`src/hw/rtl/srnt_pkg.sv`:
```
// shared types, codes and helpers for the scsi read to nvme translator
package srnt_pkg;

    localparam int unsigned BLOCK_SIZE_W = 17;
    localparam logic [BLOCK_SIZE_W-1:0] BLOCK_SIZE_RESET = 17'd512;
    localparam int unsigned PADDR_W = 3;
    localparam int unsigned PDATA_W = 32;
    localparam logic [PADDR_W-1:0] REG_BLOCK_SIZE = 3'd0;

    localparam logic [1:0] OP_READ6  = 2'd0;
    localparam logic [1:0] OP_READ10 = 2'd1;
    localparam logic [1:0] OP_READ12 = 2'd2;
    localparam logic [1:0] OP_READ16 = 2'd3;

    localparam logic [1:0] ST_OK      = 2'd0;
    localparam logic [1:0] ST_INVALID = 2'd1;
    localparam logic [1:0] ST_SHORT   = 2'd2;
    localparam logic [1:0] ST_NOTRANS = 2'd3;

    localparam logic [8:0] READ6_ZERO_LEN = 9'd256;

    typedef struct packed {
        logic [1:0]  opcode;
        logic [63:0] cdb_head;
        logic [63:0] cdb_tail;
        logic [31:0] namespace_id;
        logic [63:0] buffer_address;
        logic [31:0] buffer_bytes;
    } req_t;

    typedef struct packed {
        logic [1:0]  status;
        logic [31:0] cmd_dword10;
        logic [31:0] cmd_dword11;
        logic [31:0] cmd_dword12;
        logic [31:0] cmd_namespace;
        logic [63:0] prp_entry_one;
        logic [31:0] data_length;
    } rsp_t;

    // decoded command between the decode and assemble stages
    typedef struct packed {
        logic [1:0]  opcode;
        logic        early_err;
        logic [1:0]  early_status;
        logic [63:0] lba;
        logic [15:0] len_m1;
        logic [2:0]  rdprotect;
        logic        fua;
        logic [31:0] byte_len;
        logic [31:0] namespace_id;
        logic [63:0] buffer_address;
        logic [31:0] buffer_bytes;
    } mid_t;

    // {translatable, prinfo}
    function automatic logic [4:0] prinfo_of(input logic [2:0] rdp);
        logic [4:0] r;
        case (rdp)
            3'd0:    r = 5'b1_1111;
            3'd1:    r = 5'b1_0111;
            3'd2:    r = 5'b1_0011;
            3'd3:    r = 5'b1_0000;
            3'd4:    r = 5'b1_0100;
            3'd5:    r = 5'b1_0111;
            default: r = 5'b0_0000;
        endcase
        return r;
    endfunction

endpackage

```
`src/hw/rtl/srnt_cfg.sv`:
```
// apb register block holding the logical block size
module srnt_cfg (
    input  logic                                  clk,
    input  logic                                  rst_n,
    input  logic                                  psel,
    input  logic                                  penable,
    input  logic                                  pwrite,
    input  logic [srnt_pkg::PADDR_W-1:0]          paddr,
    input  logic [srnt_pkg::PDATA_W-1:0]          pwdata,
    output logic [srnt_pkg::PDATA_W-1:0]          prdata,
    output logic                                  pready,
    output logic [srnt_pkg::BLOCK_SIZE_W-1:0]     block_size
);

    logic [srnt_pkg::BLOCK_SIZE_W-1:0] block_size_reg;
    logic [srnt_pkg::BLOCK_SIZE_W-1:0] block_size_next;
    logic                              hit;

    assign hit    = (paddr == srnt_pkg::REG_BLOCK_SIZE);
    assign pready = 1'b1;

    always_comb
    begin
        block_size_next = block_size_reg;
        if (psel && penable && pwrite && hit)
        begin
            block_size_next = pwdata[srnt_pkg::BLOCK_SIZE_W-1:0];
        end
    end

    always_ff @(posedge clk or negedge rst_n)
    begin
        if (!rst_n)
        begin
            block_size_reg <= srnt_pkg::BLOCK_SIZE_RESET;
        end
        else
        begin
            block_size_reg <= block_size_next;
        end
    end

    always_comb
    begin
        prdata = '0;
        if (hit)
        begin
            prdata = {{(srnt_pkg::PDATA_W-srnt_pkg::BLOCK_SIZE_W){1'b0}}, block_size_reg};
        end
    end

    assign block_size = block_size_reg;

endmodule

```
`src/hw/rtl/srnt_decode.sv`:
```
// cdb field extraction, range checks and byte length product
module srnt_decode (
    input  srnt_pkg::req_t                        req,
    input  logic [srnt_pkg::BLOCK_SIZE_W-1:0]     block_size,
    output srnt_pkg::mid_t                        mid
);

    logic [31:0] len32;
    logic [16:0] len17;
    logic [33:0] product;
    logic [7:0]  byte1;

    assign byte1 = req.cdb_head[55:48];

    always_comb
    begin
        mid                = '0;
        mid.opcode         = req.opcode;
        mid.namespace_id   = req.namespace_id;
        mid.buffer_address = req.buffer_address;
        mid.buffer_bytes   = req.buffer_bytes;
        len32              = '0;
        case (req.opcode)
            srnt_pkg::OP_READ6:
            begin
                mid.lba = {43'd0, req.cdb_head[52:32]};
                len32   = {24'd0, req.cdb_head[31:24]};
                if (req.cdb_head[31:24] == 8'd0)
                begin
                    len32 = {23'd0, srnt_pkg::READ6_ZERO_LEN};
                end
            end
            srnt_pkg::OP_READ10:
            begin
                mid.lba = {32'd0, req.cdb_head[47:16]};
                len32   = {16'd0, req.cdb_head[7:0], req.cdb_tail[63:56]};
            end
            srnt_pkg::OP_READ12:
            begin
                mid.lba = {32'd0, req.cdb_head[47:16]};
                len32   = {req.cdb_head[15:0], req.cdb_tail[63:48]};
            end
            default:
            begin
                mid.lba = {req.cdb_head[47:0], req.cdb_tail[63:48]};
                len32   = req.cdb_tail[47:16];
            end
        endcase

        if (req.opcode != srnt_pkg::OP_READ6)
        begin
            mid.rdprotect = byte1[7:5];
            mid.fua       = byte1[3];
            if (len32 == 32'd0)
            begin
                mid.early_err    = 1'b1;
                mid.early_status = srnt_pkg::ST_NOTRANS;
            end
            else if (len32[31:16] != 16'd0)
            begin
                mid.early_err    = 1'b1;
                mid.early_status = srnt_pkg::ST_INVALID;
            end
        end

        len17        = len32[16:0];
        product      = len17 * block_size;
        mid.len_m1   = len17[15:0] - 16'd1;
        mid.byte_len = product[31:0];
    end

endmodule

```
`src/hw/rtl/srnt_assemble.sv`:
```
// buffer check, rdprotect mapping and nvme command build
module srnt_assemble (
    input  srnt_pkg::mid_t mid,
    output srnt_pkg::rsp_t rsp
);

    logic [4:0] pi;

    assign pi = srnt_pkg::prinfo_of(mid.rdprotect);

    always_comb
    begin
        rsp = '0;
        if (mid.early_err)
        begin
            rsp.status = mid.early_status;
        end
        else if (mid.buffer_bytes < mid.byte_len)
        begin
            rsp.status      = srnt_pkg::ST_SHORT;
            rsp.data_length = mid.byte_len;
        end
        else if ((mid.opcode != srnt_pkg::OP_READ6) && !pi[4])
        begin
            rsp.status      = srnt_pkg::ST_INVALID;
            rsp.data_length = mid.byte_len;
        end
        else
        begin
            rsp.status        = srnt_pkg::ST_OK;
            rsp.cmd_dword10   = mid.lba[31:0];
            rsp.cmd_dword11   = (mid.opcode == srnt_pkg::OP_READ16) ? mid.lba[63:32] : 32'd0;
            rsp.cmd_dword12   = {16'd0, mid.len_m1};
            if (mid.opcode != srnt_pkg::OP_READ6)
            begin
                rsp.cmd_dword12[30]    = mid.fua;
                rsp.cmd_dword12[29:26] = pi[3:0];
            end
            rsp.cmd_namespace = mid.namespace_id;
            rsp.prp_entry_one = mid.buffer_address;
            rsp.data_length   = mid.byte_len;
        end
    end

endmodule

```
`src/hw/rtl/scsi_read_to_nvme_translate.sv`:
```
// top level of the scsi read cdb to nvme read command translator
//
// req carries one scsi read(6/10/12/16) cdb with namespace id and host
// buffer; rsp carries the nvme read dwords 10 to 12, namespace, prp1,
// byte length and a status code, exactly one rsp beat per req beat.
// a beat moves at a clock edge where valid is high and stall is low.
// the apb port holds the logical block size (reset 512) at address 0;
// write it only while no beats are in flight.
// three register stages: input capture, decode plus length multiply,
// buffer check and command build; one beat per cycle is sustained
// while rsp is not stalled. the 17 by 17 length multiply in the
// middle stage sets the cycle time.
// when rsp is stalled the stages fill up and req_stall rises only once
// every stage holds a beat; bubbles are squeezed out meanwhile.
// reset empties all stages and restores the block size; nothing is
// lost or repeated across a stall.
module scsi_read_to_nvme_translate (
    input  logic                              clk,
    input  logic                              rst_n,
    input  logic                              req_valid,
    output logic                              req_stall,
    input  srnt_pkg::req_t                    req,
    output logic                              rsp_valid,
    input  logic                              rsp_stall,
    output srnt_pkg::rsp_t                    rsp,
    input  logic                              psel,
    input  logic                              penable,
    input  logic                              pwrite,
    input  logic [srnt_pkg::PADDR_W-1:0]      paddr,
    input  logic [srnt_pkg::PDATA_W-1:0]      pwdata,
    output logic [srnt_pkg::PDATA_W-1:0]      prdata,
    output logic                              pready
);

    logic [srnt_pkg::BLOCK_SIZE_W-1:0] block_size;

    logic           a_valid_reg;
    logic           b_valid_reg;
    logic           c_valid_reg;
    srnt_pkg::req_t a_reg;
    srnt_pkg::mid_t b_reg;
    srnt_pkg::rsp_t c_reg;
    srnt_pkg::mid_t b_next;
    srnt_pkg::rsp_t c_next;
    logic           a_adv;
    logic           b_adv;
    logic           c_adv;

    srnt_cfg u_cfg (
        .clk        (clk),
        .rst_n      (rst_n),
        .psel       (psel),
        .penable    (penable),
        .pwrite     (pwrite),
        .paddr      (paddr),
        .pwdata     (pwdata),
        .prdata     (prdata),
        .pready     (pready),
        .block_size (block_size)
    );

    srnt_decode u_decode (
        .req        (a_reg),
        .block_size (block_size),
        .mid        (b_next)
    );

    srnt_assemble u_assemble (
        .mid (b_reg),
        .rsp (c_next)
    );

    assign c_adv     = !c_valid_reg || !rsp_stall;
    assign b_adv     = !b_valid_reg || c_adv;
    assign a_adv     = !a_valid_reg || b_adv;
    assign req_stall = !a_adv;

    always_ff @(posedge clk or negedge rst_n)
    begin
        if (!rst_n)
        begin
            a_valid_reg <= 1'b0;
            b_valid_reg <= 1'b0;
            c_valid_reg <= 1'b0;
        end
        else
        begin
            if (a_adv)
            begin
                a_valid_reg <= req_valid;
            end
            if (b_adv)
            begin
                b_valid_reg <= a_valid_reg;
            end
            if (c_adv)
            begin
                c_valid_reg <= b_valid_reg;
            end
        end
    end

    always_ff @(posedge clk)
    begin
        if (a_adv && req_valid)
        begin
            a_reg <= req;
        end
        if (b_adv && a_valid_reg)
        begin
            b_reg <= b_next;
        end
        if (c_adv && b_valid_reg)
        begin
            c_reg <= c_next;
        end
    end

    assign rsp_valid = c_valid_reg;
    assign rsp       = c_reg;

endmodule
```
`config.mk`:
```
export PLATFORM = sky130hd
export DESIGN_NAME = scsi_read_to_nvme_translate
export DESIGN_NICKNAME = d
export VERILOG_FILES = /design/src/hw/rtl/srnt_pkg.sv /design/src/hw/rtl/srnt_cfg.sv /design/src/hw/rtl/srnt_decode.sv /design/src/hw/rtl/srnt_assemble.sv /design/src/hw/rtl/scsi_read_to_nvme_translate.sv
export SDC_FILE = /design/constraint.sdc
export NUM_CORES = 1
export LEC_CHECK = 0
export BUFFER_PORTS_ARGS = -buffer_cell sky130_fd_sc_hd__buf_2
export CORE_MARGIN = 2
export CORE_UTILIZATION = 40
export CTS_CLUSTER_SIZE = 28
export DETAILED_ROUTE_END_ITERATION = 6
export PLACE_DENSITY = 0.59
export SLEW_MARGIN = 20
export SYNTH_ARGS = -nofsm -noshare
export SYNTH_HDL_FRONTEND = slang
export SYNTH_HIERARCHICAL = 1
export SYNTH_SLANG_ARGS = --single-unit
```
`constraint.sdc`:
```
create_clock -name clk -period 22.5 [get_ports clk]
set_clock_uncertainty 0.05 [all_clocks]
set_input_delay 5.625 -clock clk [delete_from_list [all_inputs] [get_ports clk]]
set_output_delay 5.625 -clock clk [all_outputs]
set_load 0.01 [all_outputs]
```
==> Word level (Yosys, flattened, before mapping) <==
Cells that the tools add are included.
{ "classes": {"addsub": 1, "mul": 1, "magnitude_cmp": 1, "n_eq_ne": 8, "n_mux": 10, "bitwise": 2, "n_reduce_logical": 30} }
{ "ops": {"columns": ["operator", "n"], "rows": [
  ["$pmux 64 s2", 1],
  ["$pmux 32 s3", 1],
  ["$logic_not 32->1", 1],
  ["$lt 32x32->1", 1],
  ["$mul 17x17->32", 1],
  ["$pmux 5 s5", 1],
  ["$mux 17", 1],
  ["$reduce_bool 16->1", 1],
  ["$sub 16x1->16 const B", 1],
  ["$mux 9", 1],
  ["$logic_not 8->1", 1],
  ["$reduce_or 4->1", 2],
  ["$logic_and 1x1->1", 7],
  ["$eq 3x2->1 const B", 2],
  ["$eq 3x3->1 const B", 2],
  ["$logic_not 1->1", 6],
  ["$logic_not 3->1", 2],
  ["$mux 3", 2],
  ["$reduce_or 2->1", 3],
  ["$eq 2x2->1 const B", 2],
  ["$mux 2", 2],
  ["$reduce_bool 2->1", 2],
  ["$eq 3x1->1 const B", 1],
  ["$logic_or 1x1->1", 3],
  ["5 further kinds", 6]
]} }
{ "word_totals": {"regBits": 745, "in_bits": 300, "out_inout_bits": 261, "wordCells": 83} }

==> Depth between registers and ports, before layout <==
Gate-level depths: netlist (run 1).
{ "logic_depth": {"ltp_word": 8, "ltp_mapped": 29, "mapped_depth_nobuf": 26} }

==> Modules after synthesis <==
Netlist (run 1), hierarchy kept.
{ "modules_own_cells": {"columns": ["mod", "instances", "cells_each", "area_per_inst_um2", "seq_area_each_um2"], "rows": [
  ["scsi_read_to_nvme_translate", 1, 745, 22142.5, 22086.2],
  ["srnt_decode", 1, 1487, 11853.9, 0.0],
  ["srnt_assemble", 1, 616, 4324.1, 0.0],
  ["srnt_cfg", 1, 74, 964.7, 426.7]
]} }

==> Worst setup path before layout (run 1) <==
No wires, ideal clock.
{ "synth_timing": {"kind": "input-to-reg", "startpoint": "in rsp_stall", "endpoint": "reg c_reg (netlist bit rsp[0]), enable pin", "setup_time_ns": 1.160, "arrival_time_ns": 21.842, "required_ns": 21.290, "setup_slack_ns": -0.551, "cell_stages": 1, "n_path_buf": 0, "path_cell_list": "a21boi_0"} }
{ "synth_between": {"elab_chain_len": 3} }
{ "synth_lines": {"columns": ["element", "line_no", "text"], "rows": [
  ["start: declaration", "scsi_read_to_nvme_translate.sv:24", "input logic rsp_stall,"],
  ["$logic_not 1->1", "scsi_read_to_nvme_translate.sv:73", "assign c_adv = !c_valid_reg || !rsp_stall;"],
  ["$logic_or 1x1->1", "scsi_read_to_nvme_translate.sv:73", null],
  ["$logic_and 1x1->1", "scsi_read_to_nvme_translate.sv:113", "if (c_adv && b_valid_reg)"],
  ["end signal: assignment", "scsi_read_to_nvme_translate.sv:115", "c_reg <= c_next;"],
  ["end: declaration", "scsi_read_to_nvme_translate.sv:42", "srnt_pkg::rsp_t c_reg;"]
]} }
No other way between the ends.
A chain may end at the register's enable or synchronous reset.

==> Worst setup path after layout (run 1) <==
{ "layout_timing": {"startpoint": "in paddr[1] (netlist bit)", "endpoint": "out prdata[4] (netlist bit)"} }
{ "layout_between": {"elab_chain_len": 2} }
{ "layout_lines": {"columns": ["element", "line_no", "text"], "rows": [
  ["start: declaration", "scsi_read_to_nvme_translate.sv:29", "input logic [srnt_pkg::PADDR_W-1:0] paddr,"],
  ["$logic_not 3->1", "srnt_cfg.sv:19", "assign hit = (paddr == srnt_pkg::REG_BLOCK_SIZE);"],
  ["$mux 17", "srnt_cfg.sv:46", "if (hit)"],
  ["end: declaration", "scsi_read_to_nvme_translate.sv:31", "output logic [srnt_pkg::PDATA_W-1:0] prdata,"]
]} }
No other way between the ends.

==> results of run 1 <==
## final cells by class
cell class	count	area, um^2	share of cell area
Antenna cell	8	20.0	0.000458
Clock buffer	105	2200	0.0503
Clock inverter	38	378	0.00864
Inverter	334	1250	0.0287
Multi-Input combinational cell	1540	13700	0.312
Sequential cell	729	21800	0.498
Tap cell	1265	1580	0.0362
Timing Repair Buffer	547	2870	0.0655
## how the worst min path moves through the flow
stage                            from           to  cells past startpoint
after global routing        a_reg[39]    b_reg[39]                      0
final                       a_reg[39]    b_reg[39]                      0
after floorplan           a_valid_reg  b_valid_reg                      1
after detailed placement   a_reg[102]   b_reg[102]                      0
after CTS                   a_reg[39]    b_reg[39]                      0
after global placement      a_reg[87]    b_reg[87]                      0
## worst max-delay path, cell delays in order
cell and delay [ns]:
buf_2 0.11, nor3_4 0.58, and2_2 0.25, buf_2 0.13
## metal layers
layer | global-route usage | vias up | share of wire
li1 | - | 10400 | -
met1 | 0.251 | 11600 | 0.40
met2 | 0.335 | 677 | 0.51
met3 | 0.0418 | 132 | 0.067
met4 | 0.0619 | 8 | 0.025
met5 | 0 | - | 0.00055
## through the flow
| step | util | hold WS, ns | power, uW | worst slack, ns | area, um^2 |
|---|---|---|---|---|---|
| 2_1_floorplan | - | 0.399 | 3220 | 5.86 | 38700 |
| 3_3_place_gp | 0.432 | 0.350 | 3750 | 10.13 | 41200 |
| 3_5_place_dp | 0.432 | 0.355 | 3770 | 10.07 | 41200 |
| 4_1_cts | 0.459 | 0.361 | 5080 | 10.08 | 43700 |
| 5_1_grt | 0.459 | 0.365 | 5350 | 10.0 | 43700 |
| 6_report | 0.459 | 0.353 | 4980 | 10.11 | 43800 |
## power groups by stage
stage	combinational, uW	sequential [uW]	clock, uW
detailed placement	1900	1870	0
CTS	1910	1840	1330
floorplan	1340	1880	0
global placement	1880	1870	0
finish	1840	1840	1290
global route	2110	1860	1380
==> results.toml, run 1 <==
[pwr]
power_density_nw_per_um2 = 114
comb_power_share = 0.371
clkPwrFrac = 0.260
ir_drop_v = 0.000118
switching_share = 0.351
power_frac_seq = 0.370
p_leak_uw = 0.0180
switchingPower_uw = 1750
p_int_uw = 3230

[synthesis]
netlist_area_um2 = 38600
yosysWarnings = 6
synthCells = 2898
postSynthAreaPerCell_um2 = 13.3

[setup_path]
startpoint = "paddr[1]"
cp-end-kind = "output pin"
reg2reg_from = "a_reg[256]"
cp_max_fo = 18
reg2reg_depth = 25
start_kind = "primary input"
arrival_ns = 6.72
required_ns = 16.83
crit_path_end = "prdata[4]"
criticalPathCategory = "primary input to output pin"
rr_endpoint = "b_reg[159]"
rrSetupSlack_ns = 13.98

[sta]
grt_setup_unrepaired = "false"
fin_crit_ns = 12.39
max_slew_margin = 0.236
worst_slew_pin_slew_ns = 1.15
finalCritPeriodShare = 0.551
hold_violations = 0
setup_viol = 0
slew_violations = 0
tns_ns = 0
max_freq_mhz = 80.7

[clock_tree]
clk_path_buf_depth = 3
cts_made_buffers = 81
cts_tree = "done"
cts-root-buf = "clkbuf_16"
clk_pin_slew_worst_paths_ns = 0.06
htree_levels = 3
postCtsSetupRepairBufs = 0
ctsHoldBuffers = 0
cts_resized = 0
cts.sinks = 729
clock_latency_ns = 0.64

[finish]
drive_above_1_share = 0.259
n_fill_cell = 8651
nets = 3890
syn_to_final_growth_pct = 13.5
final_cell_mix = "edfxtp_1, buf_2, nand2_1, inv_1, fa_1"
final_common_cell = "edfxtp_1"
largest_reg_flops = 249
final_cells = 4566

[floorplan]
start_util = 0.405
core_um2 = 95300
row_count = 113
ios = 561
fp.dieH_um = 315
die-width_um = 315
fp.dieArea_um2 = 98900

[drt]
drtIter0Drc = 1563
vias = 22800
wire_per_inst_um = 21.5
dr.pass1.iters = 6
viasPerCell = 5.00
ant_nets = 0
drt_wl_total_um = 98000
drcViolationCount = 0

[grt]
grt_max_degree = 141
grt_pass1_wl_um = 146000
grt_pass1_vias = 22800
grt-ovfl-total = 0
antenna_found_initial = 11
grtUsageTotal = 0.197

[job]
max_cap_viol_count = 0

[run_status]
status = "completed"

[placement]
dp.cells = 4415
port_buffers = 505
dp_hpwl_um = 68500
gp_congestion = 0.835

[min_path]
hp-class = "flop to flop"
(Power assumes the default switching activity.)
==> run 2, diff against run 1 <==
==> constraint.sdc (replaced) <==
create_clock -name clk -period 12.41 [get_ports clk]
set_clock_uncertainty 0.05 [all_clocks]
set_input_delay 3.1025 -clock clk [delete_from_list [all_inputs] [get_ports clk]]
set_output_delay 3.1025 -clock clk [all_outputs]
set_load 0.01 [all_outputs]
==> run 2 against run 1 <==
  * Design area rose by 0.13%
  * Total power is 82% higher
  * Combinational power rose by 81%
  * First-iteration DRC count grew 3.0%
  * Clock-buffer cell count is 6 lower
  * Utilization increased by 0.058 points
  * Routed wire length increased by 0.74%
  * Critical path depth is 22 higher
  * Clock power up 84%
  * Sequential share of layout area decreased by 0.063 points
  * Via count hardly changed
  * Largest cell class unchanged
==> results.toml, run 2 (same netlist as run 1, synthesis figures left out) <==
[grt]
grt_pass1_vias = 23100
gr-usage-met2 = 0.339
grt_pass1_wl_um = 146000
use_met1 = 0.246
grt_max_degree = 163
grt-ovfl-total = 0
use_met3 = 0.0443
grtUsageTotal = 0.198
grt_busiest_layer = "met2"
antenna_found_initial = 15

[floorplan]
fp.dieArea_um2 = 98900
start_util = 0.405
fp.dieH_um = 315
row_count = 113
core_um2 = 95300
die-width_um = 315
ios = 561

[pwr]
power_frac_seq = 0.370
clkPwrFrac = 0.262
p_leak_uw = 0.0180
ir_drop_v = 0.000177
comb_power_share = 0.368
power_density_nw_per_um2 = 207
switchingPower_uw = 3180
switching_share = 0.352
p_int_uw = 5870

[finish]
syn_to_final_growth_pct = 13.6
nets = 3884
final_common_cell = "edfxtp_1"
largest_reg_flops = 249
n_fill_cell = 8626
final_cells = 4565
drive_above_1_share = 0.259
final_cell_mix = "edfxtp_1, buf_2, nand2_1, inv_1, fa_1"

[clock_tree]
cts-root-buf = "clkbuf_16"
htree_levels = 3
cts_tree = "done"
cts_resized = 0
clk_path_buf_depth = 3
clk_pin_slew_worst_paths_ns = 0.07
ctsHoldBuffers = 0
cts_made_buffers = 79
cts.sinks = 729
clock_latency_ns = 0.65
postCtsSetupRepairBufs = 0

[drt]
drtIter0Drc = 1610
drt_wl_total_um = 98700
wire_per_inst_um = 21.6
drcViolationCount = 0
viasPerCell = 5.01
ant_nets = 0
dr.pass1.iters = 5
vias = 22900

[setup_path]
startpoint = "a_reg[256]"
cp_max_fo = 36
arrival_ns = 8.81
required_ns = 12.73
criticalPathCategory = "flop to flop"
reg2reg_from = "a_reg[256]"
start_kind = "flop"
cp-end-kind = "flop"

[sta]
slew_violations = 0
fin_crit_ns = 8.50
max_slew_margin = 0.240
tns_ns = 0
grt_setup_unrepaired = "false"
finalCritPeriodShare = 0.685
worst_slew_pin_slew_ns = 1.14
hold_violations = 0
max_freq_mhz = 118
setup_viol = 0

[job]
max_cap_viol_count = 0

[min_path]
hp-class = "flop to flop"
hold_start = "a_reg[65]"

[placement]
gp_congestion = 0.820
dp_hpwl_um = 69100
dp.cells = 4410
port_buffers = 505

[run_status]
status = "completed"
## run 2: cell count changes in the layout (fill, tap and decap cells not counted), sizes merged
cell	previous run	this run
bufinv	6	9
buf	547	543
clkbuf	105	99
diode	8	11
clkinv	30	33
## run 2: worst max-delay path, stage by stage, from the launching register on
cell and delay, ns:
edfxtp_1 0.50, inv_1 0.13, ha_2 0.83, a222oi_1 0.35, mux2i_1 0.42, buf_4 0.34, nand2_1 0.12, fa_1 0.56
inv_1 0.05, fa_1 0.49, inv_1 0.05, fa_1 0.53, inv_1 0.06, fa_1 0.46, fa_1 0.49, inv_1 0.05
fa_1 0.47, inv_1 0.04, ha_1 0.35, nand3_1 0.16, o22ai_1 0.11, a221oi_1 0.34, o21ai_1 0.24, a41oi_1 0.38
nand2_1 0.15, a221oi_1 0.31, xnor2_1 0.12
## run 2: power by group through the flow
stage / registers (uW) / logic, uW / clock network, uW
3_5_place_dp: 3410 / 3420 / 0
4_1_cts: 3360 / 3430 / 2440
5_1_grt: 3380 / 3820 / 2520
2_1_floorplan: 3400 / 2430 / 0
3_3_place_gp: 3410 / 3380 / 0
6_report: 3350 / 3330 / 2380
## run 2: routing by layer
metal | up-vias | routed length [um]
met4 | 10 | 3090
li1 | 10400 | -
met2 | 647 | 49900
met3 | 144 | 6210
met1 | 11600 | 39500
met5 | - | 58
## run 2: final timing paths
check | slack (ns) | cells after the start | endpoint
max in group asynchronous | 9.55 | 1 | u_cfg/block_size[9]
setup reg to reg | 3.91 | 26 | b_reg[159]
setup / recovery | 3.91 | 26 | b_reg[159]
hold reg to reg | 0.36 | 0 | b_reg[65]
min in group asynchronous | 2.38 | 1 | u_cfg/block_size[3]
hold / removal | 0.36 | 0 | b_reg[65]
## run 2: stage by stage
step                hold WS [ns]  power, uW  worst slack, ns  instance area (um^2)  utilization
floorplan                  0.399       5820             2.26                 38700            -
global placement           0.351       6790             4.05                 41100        0.432
detailed placement         0.355       6830             3.97                 41100        0.432
CTS                        0.364       9230             3.93                 43700        0.459
global route               0.365       9720             3.48                 43800        0.460
finish                     0.362       9050             3.91                 43800        0.460
## run 2: layout make-up
type,count,area (um^2),area share
diodes,11,27.5,0.000628
inverters,334,1250,0.0286
clock buffers,99,2090,0.0478
clock inverters,44,507,0.0116
flip-flops and latches,729,21800,0.497
repair buffers,543,2880,0.0658
well taps,1265,1580,0.0361
multi-input cells,1540,13700,0.312
